### config.mk
export PLATFORM = sky130hd
export DESIGN_NAME = beeper_pattern_sequencer_core
export DESIGN_NICKNAME = d
export VERILOG_FILES = /design/src/rtl/bps_pkg.sv /design/src/rtl/bps_rom.sv /design/src/rtl/bps_player.sv /design/src/rtl/beeper_pattern_sequencer_core.sv
export SDC_FILE = /design/constraint.sdc
export NUM_CORES = 1
export LEC_CHECK = 0
export BUFFER_PORTS_ARGS = -buffer_cell sky130_fd_sc_hd__buf_2
export CORE_MARGIN = 2
export CORE_UTILIZATION = 45
export DETAILED_ROUTE_END_ITERATION = 10
export GPL_ROUTABILITY_DRIVEN = 1
export REMOVE_ABC_BUFFERS = 1
export SLEW_MARGIN = 25
export SYNTH_ARGS = -nofsm -noshare
export SYNTH_HDL_FRONTEND = slang
export SYNTH_SLANG_ARGS = --single-unit
### constraint.sdc
create_clock -name clk_i -period 5.4 [get_ports clk_i]
set_input_delay 0.54 -clock clk_i [delete_from_list [all_inputs] [get_ports clk_i]]
set_output_delay 0.54 -clock clk_i [all_outputs]
set_load 0.05 [all_outputs]
### src/rtl/bps_pkg.sv
package bps_pkg;

  localparam int NUM_PATTERNS = 12;
  localparam int MAX_STEPS    = 32;
  localparam int ROM_ROWS     = 12;
  localparam int ROW_LEN      = 24;

  localparam int MODE_W  = 2;
  localparam int PAT_W   = 4;
  localparam int POS_W   = 5;
  localparam int ENTRY_W = 8;
  localparam int UNIT_W  = 4;
  localparam int REM_W   = 12;

  localparam int CFG_IDX_W  = 1;
  localparam int CFG_DATA_W = 4;

  localparam logic [ENTRY_W-1:0] STOP_MARK = 8'hFF;
  localparam logic [UNIT_W-1:0]  UNIT_MS_RESET = 4'd10;

  typedef enum logic [CFG_IDX_W-1:0] {
    CFG_ENABLE  = 1'b0,
    CFG_UNIT_MS = 1'b1
  } cfg_idx_e;

  typedef enum logic [MODE_W-1:0] {
    MODE_TICK    = 2'd0,
    MODE_PLAY    = 2'd1,
    MODE_SILENCE = 2'd2
  } mode_e;

  typedef struct packed {
    logic [MODE_W-1:0] mode;
    logic [PAT_W-1:0]  pattern;
  } in_t;

  typedef struct packed {
    logic buzzer_on;
    logic busy_res;
    logic done_res;
  } out_t;

  typedef struct packed {
    logic                  we;
    logic [CFG_IDX_W-1:0]  idx;
    logic [CFG_DATA_W-1:0] data;
  } cfg_wr_t;

endpackage

### src/rtl/bps_rom.sv
module bps_rom (
  input  logic [bps_pkg::PAT_W-1:0]   pat_i,
  input  logic [bps_pkg::POS_W-1:0]   pos_i,
  output logic [bps_pkg::ENTRY_W-1:0] entry_o
);
  import bps_pkg::*;

  logic [ENTRY_W-1:0] row_val;

  // pattern table, unused tail of each row reads zero
  always_comb begin
    row_val = '0;
    case (pat_i)
      4'd0: begin
        case (pos_i)
          5'd0: row_val = 8'd18;
          5'd1: row_val = 8'd8;
          5'd2: row_val = 8'd18;
          5'd3: row_val = 8'd8;
          5'd4: row_val = 8'd18;
          5'd5: row_val = 8'd8;
          5'd6: row_val = STOP_MARK;
          default: row_val = '0;
        endcase
      end
      4'd1: begin
        case (pos_i)
          5'd0: row_val = 8'd15;
          5'd1: row_val = 8'd5;
          5'd2: row_val = 8'd15;
          5'd3: row_val = 8'd5;
          5'd4: row_val = STOP_MARK;
          default: row_val = '0;
        endcase
      end
      4'd2: begin
        case (pos_i)
          5'd0: row_val = 8'd50;
          5'd1: row_val = 8'd2;
          5'd2: row_val = STOP_MARK;
          default: row_val = '0;
        endcase
      end
      4'd3, 4'd9: begin
        case (pos_i)
          5'd0: row_val = 8'd5;
          5'd1: row_val = 8'd5;
          5'd2: row_val = 8'd5;
          5'd3: row_val = 8'd5;
          5'd4: row_val = STOP_MARK;
          default: row_val = '0;
        endcase
      end
      4'd4: begin
        case (pos_i)
          5'd0: row_val = 8'd20;
          5'd1: row_val = 8'd15;
          5'd2: row_val = 8'd35;
          5'd3: row_val = 8'd5;
          5'd4: row_val = STOP_MARK;
          default: row_val = '0;
        endcase
      end
      4'd5, 4'd8: begin
        case (pos_i)
          5'd0: row_val = 8'd245;
          5'd1: row_val = STOP_MARK;
          default: row_val = '0;
        endcase
      end
      4'd6: begin
        case (pos_i)
          5'd0:  row_val = 8'd19;
          5'd1:  row_val = 8'd5;
          5'd2:  row_val = 8'd9;
          5'd3:  row_val = 8'd5;
          5'd4:  row_val = 8'd9;
          5'd5:  row_val = 8'd5;
          5'd6:  row_val = 8'd19;
          5'd7:  row_val = 8'd5;
          5'd8:  row_val = 8'd9;
          5'd9:  row_val = 8'd5;
          5'd10: row_val = 8'd0;
          5'd11: row_val = 8'd39;
          5'd12: row_val = 8'd19;
          5'd13: row_val = 8'd5;
          5'd14: row_val = 8'd19;
          5'd15: row_val = 8'd5;
          5'd16: row_val = STOP_MARK;
          default: row_val = '0;
        endcase
      end
      4'd7: begin
        case (pos_i)
          5'd0: row_val = 8'd5;
          5'd1: row_val = 8'd5;
          5'd2: row_val = 8'd5;
          5'd3: row_val = 8'd100;
          5'd4: row_val = STOP_MARK;
          default: row_val = '0;
        endcase
      end
      4'd10: begin
        case (pos_i)
          5'd0: row_val = 8'd5;
          5'd1: row_val = 8'd5;
          5'd2: row_val = 8'd15;
          5'd3: row_val = 8'd5;
          5'd4: row_val = 8'd5;
          5'd5: row_val = 8'd5;
          5'd6: row_val = 8'd15;
          5'd7: row_val = 8'd30;
          5'd8: row_val = STOP_MARK;
          default: row_val = '0;
        endcase
      end
      4'd11: begin
        case (pos_i)
          5'd0: row_val = 8'd50;
          5'd1: row_val = 8'd50;
          5'd2: row_val = STOP_MARK;
          default: row_val = '0;
        endcase
      end
      default: row_val = STOP_MARK;
    endcase
  end

  // out of range rows or positions read as the stop mark
  always_comb begin
    if ((32'(pat_i) >= ROM_ROWS) || (32'(pos_i) >= ROW_LEN) ||
        (32'(pos_i) >= MAX_STEPS)) begin
      entry_o = STOP_MARK;
    end else begin
      entry_o = row_val;
    end
  end

endmodule

### src/rtl/bps_player.sv
module bps_player (
  input  logic             clk_i,
  input  logic             rst_ni,
  input  bps_pkg::cfg_wr_t cfg_wr_i,
  input  logic             fire_i,
  input  bps_pkg::in_t     item_i,
  output bps_pkg::out_t    result_o
);
  import bps_pkg::*;

  logic               enable_q, enable_d;
  logic [UNIT_W-1:0]  unit_q, unit_d;
  logic               active_q, active_d;
  logic [PAT_W-1:0]   cur_q, cur_d;
  logic [POS_W-1:0]   pos_q, pos_d;
  logic               phase_q, phase_d;
  logic [REM_W-1:0]   rem_q, rem_d;
  logic               drive_q, drive_d;
  logic               done;
  logic [ENTRY_W-1:0] entry;
  logic               pat_ok;

  bps_rom u_rom (
    .pat_i   (cur_q),
    .pos_i   (pos_q),
    .entry_o (entry)
  );

  assign pat_ok = (32'(item_i.pattern) < NUM_PATTERNS) && (32'(item_i.pattern) < ROM_ROWS);

  always_comb begin
    enable_d = enable_q;
    unit_d   = unit_q;
    active_d = active_q;
    cur_d    = cur_q;
    pos_d    = pos_q;
    phase_d  = phase_q;
    rem_d    = rem_q;
    drive_d  = drive_q;
    done     = 1'b0;

    if (fire_i) begin
      case (mode_e'(item_i.mode))
        MODE_TICK: begin
          if (active_q) begin
            if (rem_q > REM_W'(1)) begin
              rem_d = rem_q - 1'b1;
            end else begin
              phase_d = ~phase_q;
              if (entry != '0) begin
                drive_d = ~phase_q;
              end
              if (entry == STOP_MARK) begin
                drive_d  = 1'b0;
                phase_d  = 1'b0;
                rem_d    = '0;
                pos_d    = '0;
                active_d = 1'b0;
                done     = 1'b1;
              end else begin
                rem_d = REM_W'(entry) * REM_W'(unit_q);
                pos_d = pos_q + 1'b1;
              end
            end
          end
        end
        MODE_PLAY: begin
          if (enable_q && pat_ok && (!active_q || (item_i.pattern < cur_q))) begin
            active_d = 1'b1;
            cur_d    = item_i.pattern;
            pos_d    = '0;
            rem_d    = '0;
          end
        end
        MODE_SILENCE: begin
          done     = active_q;
          drive_d  = 1'b0;
          phase_d  = 1'b0;
          rem_d    = '0;
          pos_d    = '0;
          active_d = 1'b0;
        end
        default: begin
        end
      endcase
    end

    // register writes must arrive only while idle; the block does not enforce this
    if (cfg_wr_i.we) begin
      case (cfg_idx_e'(cfg_wr_i.idx))
        CFG_ENABLE: begin
          enable_d = cfg_wr_i.data[0];
          if (!cfg_wr_i.data[0]) begin
            drive_d  = 1'b0;
            phase_d  = 1'b0;
            rem_d    = '0;
            pos_d    = '0;
            active_d = 1'b0;
          end
        end
        CFG_UNIT_MS: unit_d = cfg_wr_i.data[UNIT_W-1:0];
        default: begin
        end
      endcase
    end
  end

  assign result_o.buzzer_on = drive_d;
  assign result_o.busy_res  = active_d;
  assign result_o.done_res  = done;

  always_ff @(posedge clk_i or negedge rst_ni) begin
    if (!rst_ni) begin
      enable_q <= 1'b1;
      unit_q   <= UNIT_MS_RESET;
      active_q <= 1'b0;
      cur_q    <= '0;
      pos_q    <= '0;
      phase_q  <= 1'b0;
      rem_q    <= '0;
      drive_q  <= 1'b0;
    end else begin
      enable_q <= enable_d;
      unit_q   <= unit_d;
      active_q <= active_d;
      cur_q    <= cur_d;
      pos_q    <= pos_d;
      phase_q  <= phase_d;
      rem_q    <= rem_d;
      drive_q  <= drive_d;
    end
  end

endmodule

### src/rtl/beeper_pattern_sequencer_core.sv
// beeper pattern sequencer
// input channel (in_valid_i / in_ready_o / in_data_i) carries one item per
// transfer: a millisecond tick, a play request for a pattern, or a silence
// request. every item gives exactly one result on the output channel
// (out_valid_o / out_ready_i / out_data_o): buzzer level, busy flag and a
// done pulse.
// an accepted item lands in an input register; the player consumes it once
// the output slot is free or is being emptied, and its result is loaded into
// the output register, from which it is offered on the output channel.
// throughput is one item per cycle while the receiver keeps up: the player
// update is one countdown step plus one pattern rom lookup and one 4x8
// multiply for the reload.
// when the receiver stalls, the output register holds its result and the
// input register takes one more item; then in_ready_o drops until the
// output is taken.
// the user must write registers through cfg_we_i / cfg_idx_i / cfg_data_i
// only while the block is idle (unenforced). writing enable to zero silences
// the player at once. reset (rst_ni low) clears both pipeline registers,
// idles the player with the buzzer off, sets enable to one, unit_ms to ten.
module beeper_pattern_sequencer_core (
  input  logic                           clk_i,
  input  logic                           rst_ni,
  input  logic                           in_valid_i,
  output logic                           in_ready_o,
  input  bps_pkg::in_t                   in_data_i,
  output logic                           out_valid_o,
  input  logic                           out_ready_i,
  output bps_pkg::out_t                  out_data_o,
  input  logic                           cfg_we_i,
  input  logic [bps_pkg::CFG_IDX_W-1:0]  cfg_idx_i,
  input  logic [bps_pkg::CFG_DATA_W-1:0] cfg_data_i
);
  import bps_pkg::*;

  logic    in_valid_q;
  in_t     in_q;
  logic    out_valid_q;
  out_t    out_q;
  logic    advance;
  out_t    result;
  cfg_wr_t cfg_wr;

  // the player consumes the held item whenever the output slot is free
  // or is being emptied in this cycle
  assign advance    = in_valid_q && (!out_valid_q || out_ready_i);
  assign in_ready_o = !in_valid_q || advance;

  assign cfg_wr.we   = cfg_we_i;
  assign cfg_wr.idx  = cfg_idx_i;
  assign cfg_wr.data = cfg_data_i;

  bps_player u_player (
    .clk_i    (clk_i),
    .rst_ni   (rst_ni),
    .cfg_wr_i (cfg_wr),
    .fire_i   (advance),
    .item_i   (in_q),
    .result_o (result)
  );

  // input register
  always_ff @(posedge clk_i or negedge rst_ni) begin
    if (!rst_ni) begin
      in_valid_q <= 1'b0;
    end else if (in_ready_o) begin
      in_valid_q <= in_valid_i;
    end
  end

  always_ff @(posedge clk_i) begin
    if (in_valid_i && in_ready_o) begin
      in_q <= in_data_i;
    end
  end

  // output register
  always_ff @(posedge clk_i or negedge rst_ni) begin
    if (!rst_ni) begin
      out_valid_q <= 1'b0;
    end else if (advance) begin
      out_valid_q <= 1'b1;
    end else if (out_ready_i) begin
      out_valid_q <= 1'b0;
    end
  end

  always_ff @(posedge clk_i) begin
    if (advance) begin
      out_q <= result;
    end
  end

  assign out_valid_o = out_valid_q;
  assign out_data_o  = out_q;

endmodule

==> impl_summary.txt, run 1 <==
----------------------------------------------------
[Finish]
  Layout cells sized above 1 ... 18.8%
  Area Overhead vs Synth ... 12.1%
  Layout fillers ... 850
  Fraction of the core area covered by cells at the end of the flow ... ~53%
  Final-stage net count ... 565
  Count of antenna diodes in the layout ... 0

[Logic synthesis]
  Cell with the most instances after synthesis ... sky130_fd_sc_hd__nand2_1
  Area share of the largest cell type after synthesis ... approximately 17%
  #FFs+latches synth ... 40
  Synthesis warning total ... 0
  Count of mapped cells out of synthesis ... between 400 and 500
  Most used DFF post-synth ... sky130_fd_sc_hd__dfrtp_1
  Number of flops mapped to enable cells by yosys ... 9
  Unique masters post-synth ... 67
  Sequential fraction of the synthesis area ... 25.6%
  Per-instance average area after synthesis ... 8.40 µm²
  Post-synthesis instance area ... 0.00411 mm²
  Cell type contributing the most total cell area after synthesis ... sky130_fd_sc_hd__dfrtp_1
  Cell types with the largest area share after synthesis ... sky130_fd_sc_hd__dfrtp_1, sky130_fd_sc_hd__ha_1, sky130_fd_sc_hd__edfxtp_1
  Synth async-reset ratio ... 77.5%
  Most frequent cells after synthesis ... sky130_fd_sc_hd__nand2_1, sky130_fd_sc_hd__a21oi_1, sky130_fd_sc_hd__nor2_1, sky130_fd_sc_hd__inv_1

[Worst setup path]
  Critical path's slowest cell ... sky130_fd_sc_hd__dfrtp_1
  Crit path arrival time ... 5.29 ns
  Worst Path Class, Setup ... reg -> reg
  Peak fanout along the critical path ... 14
  Capturing element type of the critical path ... register
  Reg2reg setup slack ... 0.28 ns
  Buffer and inverter count on the worst path ... 2
  Crit path depth ... 18
  Most common cell type on the critical path ... sky130_fd_sc_hd__fa_1
  Gate family responsible for the most delay along the worst path ... compound AO/OA/AOI/OAI gates
  Cell-by-cell listing of the critical path ... buf_4 > or3b_2 > a21oi_4 > a21boi_2 > nor4_4 > nand2b_1 > fa_1 > inv_1 > fa_1 > fa_1 > a21oi_2 > o21ai_0 > a21oi_1 > o21bai_1 > a21oi_1 > xnor2_1 > o31ai_1 > a311oi_1
  Critical R2R Launch ... u_player.pos_q[2]
  Delay of the slowest critical-path stage ... between 0.5 and 0.6 ns
  Type of origin of the critical path ... register
  Data required time at the worst endpoint ... 5.57 ns
  Worst reg2reg path depth ... 18
  Worst flop-to-flop path endpoint ... u_player.rem_q[10]

[Status]
  Outcome ... complete, no violations

[Global route]
  Largest net degree at the start of global routing ... 32
  Overall track demand over capacity in global routing ... 23.2%
  Vias in the first global route ... ~3.7k
  Overall overflow remaining after global route ... 0
  Global-route wire length before repair ... 18500 µm
  Antenna violations before repair ... 0

[STA]
  Worst-case headroom to the max-slew limit ... about 43%
  Hold Slack ... 0.312 ns
  Pin slew with the least headroom to its limit ... about 0.85 ns
  Peak clock frequency supported by timing ... 195 MHz
  Max-slew violation total from the final report ... 0
  Number of endpoints failing setup at the final stage ... 0
  Final hold viol count ... 0
  Maximum clock skew at final layout ... 0.00748 ns
  Period utilization ... 94.9%
  Fin crit period ... roughly 5.1 ns

[Clock tree]
  TritonCTS clock tree ... yes
  Worst-Skew Late Latency ... 0.30 ns
  CTS buffer count ... 5
  Clock edge transition at the registers on the reported setup and hold paths ... about 0.090 ns
  Number of clock sinks seen by CTS ... 40
  Number of buffers on the longest clock path ... 2
  Hold_buf cts ... 0
  Number of H-tree levels ... 2
  Root Driver ... sky130_fd_sc_hd__clkbuf_8

[Pwr]
  Worst ir drop on vdd ... between 0.2 and 0.25 mV
  Cell area power density ... approximately 580 mW/mm²
  Leakage dissipation ... 1.94 nW
  Post-route total power ... 2.67 mW

[Placed design]
  Number of I/O port buffers ... 20
  Post-detail-place hpwl ... 8320 µm
  Weighted congestion at the end of routability-driven global placement ... 0.929

[Routing]
  Number of nets with antenna violations after routing ... 0
  Average routed wire per standard cell ... about 18 µm
  First-pass iteration count of the detailed router ... 4
  Vias ... 3813
  Mean number of vias per cell ... 6.17
  1st-iter DRT viols ... 209
  Drt drc ... 0
  Routed WL ... 11000 µm

[Floorplanning]
  Total number of placement rows ... 34
  Initial standard-cell utilization of the core ... 46.8%
  Top-Level Pins ... 21
  DIE WIDTH ... 99.5 µm
  Overall die area ... 0.00990 mm²
  Die Height ... 99.5 µm
  Standard cell core area ... ~0.0088 mm²

[Min path]
  Type of the tightest min-delay check ... in -> async

[Run]
  # Max-Cap Violations ... 0

----------------------------------------------------
## what timing repair did
action,4_1_cts,5_1_grt
endpoints found under the hold margin,0,0
cloned,0,0
setup endpoints to repair,3,4
pin swaps,0,6
buffers inserted,0,3
resized for setup,2,25
## where the power goes
group          leakage (nW)  switching (mW)  total (mW)  internal [mW]
logic                  1.40            1.11        1.91          0.799
registers             0.482           0.119       0.482          0.363
clock network        0.0636           0.114       0.280          0.166
total                  1.94            1.34        2.67           1.33
## sequential cells by signal, summed over array words and instances, names as in the netlist
name               cells
out_data_o             3
out_valid_o            1
u_player.enable_q      1
u_player.pos_q         5
in_q                   6
u_player.unit_q        4
u_player.active_q      1
u_player.cur_q         4
in_valid_q             1
u_player.phase_q       1
u_player.rem_q        12
u_player.drive_q       1
## cell usage in the layout (no fill, tap or decap), types with 5 or more instances in the layout
| master | netlist | routed |
|---|---|---|
| sky130_fd_sc_hd__mux2_2 | 10 | 10 |
| sky130_fd_sc_hd__buf_2 | 11 | 20 |
| sky130_fd_sc_hd__dfrtp_1 | 28 | 24 |
| sky130_fd_sc_hd__nand3_1 | 11 | 11 |
| sky130_fd_sc_hd__a211oi_1 | 5 | 5 |
| sky130_fd_sc_hd__a31oi_1 | 7 | 7 |
| sky130_fd_sc_hd__nand4_1 | 11 | 11 |
| sky130_fd_sc_hd__nor3_1 | 16 | 15 |
| sky130_fd_sc_hd__edfxtp_1 | 9 | 9 |
| sky130_fd_sc_hd__and2_1 | 17 | 17 |
| sky130_fd_sc_hd__clkbuf_8 | 0 | 5 |
| sky130_fd_sc_hd__or3_1 | 7 | 7 |
| sky130_fd_sc_hd__nand2_1 | 41 | 41 |
| sky130_fd_sc_hd__nand3b_1 | 5 | 5 |
| sky130_fd_sc_hd__xor2_1 | 7 | 7 |
| sky130_fd_sc_hd__buf_4 | 0 | 20 |
| sky130_fd_sc_hd__nor2_1 | 32 | 29 |
| sky130_fd_sc_hd__xnor2_1 | 5 | 5 |
| sky130_fd_sc_hd__fa_1 | 12 | 12 |
| sky130_fd_sc_hd__nor2b_1 | 13 | 13 |
| sky130_fd_sc_hd__a22oi_1 | 5 | 5 |
| sky130_fd_sc_hd__a21oi_1 | 34 | 32 |
| sky130_fd_sc_hd__o211ai_1 | 12 | 12 |
| sky130_fd_sc_hd__inv_1 | 31 | 31 |
| sky130_fd_sc_hd__nor4_1 | 8 | 6 |
| sky130_fd_sc_hd__o21ai_0 | 28 | 28 |
| sky130_fd_sc_hd__nand2b_1 | 8 | 8 |
| sky130_fd_sc_hd__ha_1 | 28 | 23 |
| sky130_fd_sc_hd__or4_1 | 5 | 5 |
## area by class of cell
cell class	count	area (µm²)	share of cell area [%]
tap	108	135	2.94
clock inverter	1	30.0	0.652
multi-input combinational	391	2920	63.4
timing repair buffer	40	250	5.44
clock buffer	7	97.6	2.12
inverter	31	116	2.53
sequential	40	1050	22.9
## metrics by stage
step	cell area [µm²]	std cells	setup TNS, ns	worst slack, ns
floorplan	3970	462	0	0.347
global placement	4330	607	0	0.0871
detailed placement	4330	607	-0.0950	-0.0687
CTS	4470	615	0	0.0484
global route	4600	618	-0.00735	-0.00735
finish	4600	618	0	0.276
## layer usage
| layer | part of all wire [%] | GRT usage (%) |
|---|---|---|
| met5 | 0 | 0 |
| met4 | 1.3 | 5.80 |
| met2 | 45 | 35.9 |
| met1 | 48 | 34.0 |
| met3 | 6.2 | 3.94 |
## kinds of logic after synthesis
logic type | Yosys count | share of synthesized area [%]
AO/OA/AOI/OAI | 128 | 20.6
buffers and inverters | 58 | 6.19
adder cells (fa/ha/maj) | 40 | 14.4
multiplexers | 11 | 2.99
XOR/XNOR | 12 | 2.56
flip-flops | 40 | 25.6
AND/OR/NAND/NOR | 200 | 27.7
## worst max-delay path by stage
stage | slack (ns) | to | start
global route | -0.007 | u_player.rem_q[10] | u_player.pos_q[0]
finish | 0.28 | u_player.rem_q[10] | u_player.pos_q[2]
detailed placement | -0.07 | u_player.rem_q[9] | u_player.pos_q[0]
CTS | 0.05 | u_player.rem_q[10] | u_player.pos_q[0]
global placement | 0.09 | u_player.rem_q[9] | u_player.pos_q[0]
floorplan | 0.35 | u_player.rem_q[11] | u_player.pos_q[0]
(Power assumes the default switching activity.)
==> run 2: changes to the inputs <==
--- a/config.mk
+++ b/config.mk
@@ -6,10 +6,13 @@
 export NUM_CORES = 1
 export LEC_CHECK = 0
 export BUFFER_PORTS_ARGS = -buffer_cell sky130_fd_sc_hd__buf_2
+export CELL_PAD_IN_SITES_DETAIL_PLACEMENT = 1
+export CELL_PAD_IN_SITES_GLOBAL_PLACEMENT = 1
 export CORE_MARGIN = 2
-export CORE_UTILIZATION = 45
+export CORE_UTILIZATION = 43
 export DETAILED_ROUTE_END_ITERATION = 10
 export GPL_ROUTABILITY_DRIVEN = 1
+export PLACE_DENSITY_LB_ADDON = 0.1
 export REMOVE_ABC_BUFFERS = 1
 export SLEW_MARGIN = 25
 export SYNTH_ARGS = -nofsm -noshare
==> impl_summary.txt, run 2 (synthesis gave the netlist of run 1 again) <==
----------------------------------------------------
[Status]
  Outcome ... complete, no violations

[STA]
  Maximum clock skew at final layout ... 0.00692 ns (-0.000566 ns)
  Max-slew violation total from the final report ... 0 (unchanged)
  Final hold viol count ... 0 (unchanged)
  Period utilization ... 97.0% (+2.1 points)
  RSZ-0062 raised after global routing ... yes
  Worst-case headroom to the max-slew limit ... 45.7% (+2.7 points)
  Fin crit period ... 5.24 ns (+0.114 ns)
  Pin slew with the least headroom to its limit ... 0.808 ns (-0.0401 ns)
  Peak clock frequency supported by timing ... 191 MHz (-2.2%)
  Number of endpoints failing setup at the final stage ... 0 (unchanged)

[Routing]
  Average routed wire per standard cell ... 19.0 µm (+6.9%)
  First-pass iteration count of the detailed router ... 4 (unchanged)
  Mean number of vias per cell ... 5.90 (-4.3%)
  Number of nets with antenna violations after routing ... 0 (unchanged)
  Routed WL ... 12400 µm (+12%)
  Vias ... 3836 (+0.60%)
  Drt drc ... 0 (unchanged)
  1st-iter DRT viols ... 133 (-36%)

[Clock tree]
  Number of clock sinks seen by CTS ... 40 (unchanged)
  TritonCTS clock tree ... yes
  Clock edge transition at the registers on the reported setup and hold paths ... 0.09 ns (about the same)
  Number of H-tree levels ... 2 (unchanged)
  Root Driver ... sky130_fd_sc_hd__clkbuf_8
  Hold_buf cts ... 0 (unchanged)
  Number of buffers on the longest clock path ... 2 (unchanged)
  Worst-Skew Late Latency ... 0.30 ns (about the same)
  CTS buffer count ... 5 (unchanged)

[Floorplanning]
  Overall die area ... 0.0103 mm² (+4.5%)
  Total number of placement rows ... 35 (+2.9%)
  Die Height ... 102 µm (+2.2%)
  Standard cell core area ... 0.00924 mm² (+5.4%)
  DIE WIDTH ... 102 µm (+2.2%)
  Top-Level Pins ... 21 (unchanged)
  Initial standard-cell utilization of the core ... 44.4% (-2.4 points)

[Finish]
  Count of antenna diodes in the layout ... 0 (unchanged)
  Largest registers ... u_player.rem_q x12, in_q x6, u_player.pos_q x5
  Combined flip-flop and latch cell area ... 0.00105 mm² (-0.12%)
  Post-Layout Cell Count ... 650 (+5.2%)
  Layout cells sized above 1 ... 19.4% (+0.56 points)
  Final-stage net count ... 576 (+1.9%)
  Total non-filler cell area in the finished layout ... 0.00462 mm² (+0.46%)
  Most frequent cells in the layout ... sky130_fd_sc_hd__nand2_1, sky130_fd_sc_hd__a21oi_1, sky130_fd_sc_hd__nor2_1
  Total area of multi-input combinational cells ... 0.00287 mm² (-1.8%)
  Area Overhead vs Synth ... 12.6%
  Flip-flop count of the largest register after layout ... 12 (unchanged)
  Layout fillers ... 1125 (+32%)
  Commonest non-fill, non-tap cell in the layout ... sky130_fd_sc_hd__nand2_1
  Reg with most FFs ... u_player.rem_q

[Min path]
  Type of the tightest min-delay check ... in -> async

[Worst setup path]
  Reg2reg setup slack ... 0.16 ns (-0.11 ns)
  Peak fanout along the critical path ... 10 (-4)
  Worst flop-to-flop path endpoint ... u_player.rem_q[10]
  Worst reg2reg path depth ... 20 (+2)
  Critical R2R Launch ... u_player.pos_q[1]
  Capturing element type of the critical path ... register
  Type of origin of the critical path ... register
  Worst setup endpoint ... u_player.rem_q[10]
  Data required time at the worst endpoint ... 5.57 ns (about the same)
  Critical path startpoint ... u_player.pos_q[1]
  Worst Path Class, Setup ... reg -> reg
  Crit path arrival time ... 5.41 ns (+0.12 ns)

[Placed design]
  Number of I/O port buffers ... 20 (unchanged)
  Post-detail-place hpwl ... 9610 µm (+16%)
  Post-placement cell area ... 0.00445 mm² (+2.6%)
  Number of cells in the design after placement ... 640 (+5.4%)
  Weighted congestion at the end of routability-driven global placement ... 0.879 (-5.3%)

[Pwr]
  Post-route total power ... 2.74 mW (+2.8%)
  Worst ir drop on vdd ... 0.265 mV (+13%)
  Leakage dissipation ... 1.97 nW (+1.4%)
  Cell area power density ... 593 mW/mm² (+2.3%)

[Global route]
  Largest net degree at the start of global routing ... 32 (unchanged)
  Antenna violations before repair ... 0 (unchanged)
  Vias in the first global route ... 4022 (+10%)
  Overall overflow remaining after global route ... 0 (unchanged)
  Global-route wire length before repair ... 20600 µm (+11%)
  Overall track demand over capacity in global routing ... 25.4% (+2.1 points)

[Run]
  # Max-Cap Violations ... 0 (unchanged)

----------------------------------------------------
==> run 2: changes by cell type in the layout (fill, tap and decap cells not counted), sizes merged <==
cell | before | now
clkinvlp | 0 | 2
clkinv | 0 | 1
buf | 40 | 51
clkbuf | 7 | 5
bufinv | 1 | 0
==> run 2: report_power, final <==
| group | leakage, nW | switching [mW] | internal, mW |
|---|---|---|---|
| sequential | 0.484 | 0.104 | 0.363 |
| clock | 0.0404 | 0.113 | 0.0915 |
| combinational | 1.45 | 1.18 | 0.889 |
==> run 2: routing by layer <==
layer / global-route usage [%] / vias to the layer above / routed length [µm]
met5: 0 / - / 0
met4: 6.13 / 0 / 161
met3: 1.86 / 13 / 443
met2: 42.3 / 74 / 5910
met1: 35.8 / 1904 / 5850
li1: - / 1845 / -
==> run 2: per-stage QoR <==
stage	hold slack, ns	worst slack, ns	TNS [ns]	util, %
2_1_floorplan	0.244	0.347	0	-
3_5_place_dp	0.503	-0.0211	-0.0211	48.1
5_1_grt	0.344	-0.100	-0.100	50.0
4_1_cts	0.321	0.0146	0	49.2
6_report	0.297	0.162	0	50.0
3_3_place_gp	0.481	0.0252	0	48.1
==> run 2: critical path, stage by stage (launching register included) <==
cell                       delay, ns
sky130_fd_sc_hd__dfrtp_2        0.46
sky130_fd_sc_hd__inv_1          0.13
sky130_fd_sc_hd__ha_4           0.21
sky130_fd_sc_hd__or3b_2         0.48
sky130_fd_sc_hd__a21oi_2        0.23
sky130_fd_sc_hd__a21boi_1       0.31
sky130_fd_sc_hd__nor4_2         0.10
sky130_fd_sc_hd__nand2b_1       0.17
sky130_fd_sc_hd__fa_1           0.50
sky130_fd_sc_hd__inv_1          0.06
sky130_fd_sc_hd__fa_1           0.51
sky130_fd_sc_hd__buf_4          0.16
sky130_fd_sc_hd__fa_1           0.45
sky130_fd_sc_hd__a21oi_1        0.21
sky130_fd_sc_hd__o21ai_0        0.11
sky130_fd_sc_hd__a21oi_1        0.20
sky130_fd_sc_hd__o21bai_1       0.09
sky130_fd_sc_hd__a21oi_1        0.20
sky130_fd_sc_hd__xnor2_1        0.14
sky130_fd_sc_hd__o31ai_1        0.27
sky130_fd_sc_hd__a311oi_1       0.13
==> run 2: area by class of cell <==
class / count / area share [%]
multi-input cells: 391 / 62.0
flip-flops and latches: 40 / 22.8
repair buffers: 51 / 7.20
well taps: 129 / 3.49
inverters: 31 / 2.52
clock buffers: 5 / 1.49
clock inverters: 3 / 0.514
==> run 2: worst min-delay path by stage <==
stage	start	endpoint	slack, ns	cells past startpoint
finish	rst_ni	in_valid_q	0.30	1
global route	rst_ni	in_valid_q	0.34	1
CTS	rst_ni	in_valid_q	0.32	1
detailed placement	in_valid_q	out_valid_o	0.50	1
global placement	in_valid_q	out_valid_o	0.48	1
floorplan	rst_ni	in_valid_q	0.24	0
==> run 2: timing repair <==
action / CTS / global route
endpoints found under the hold margin: 0 / 0
gates resized for setup: 1 / 17
buffers inserted: 0 / 2
endpoints found under the setup margin: 2 / 4
pin swaps: 0 / 4
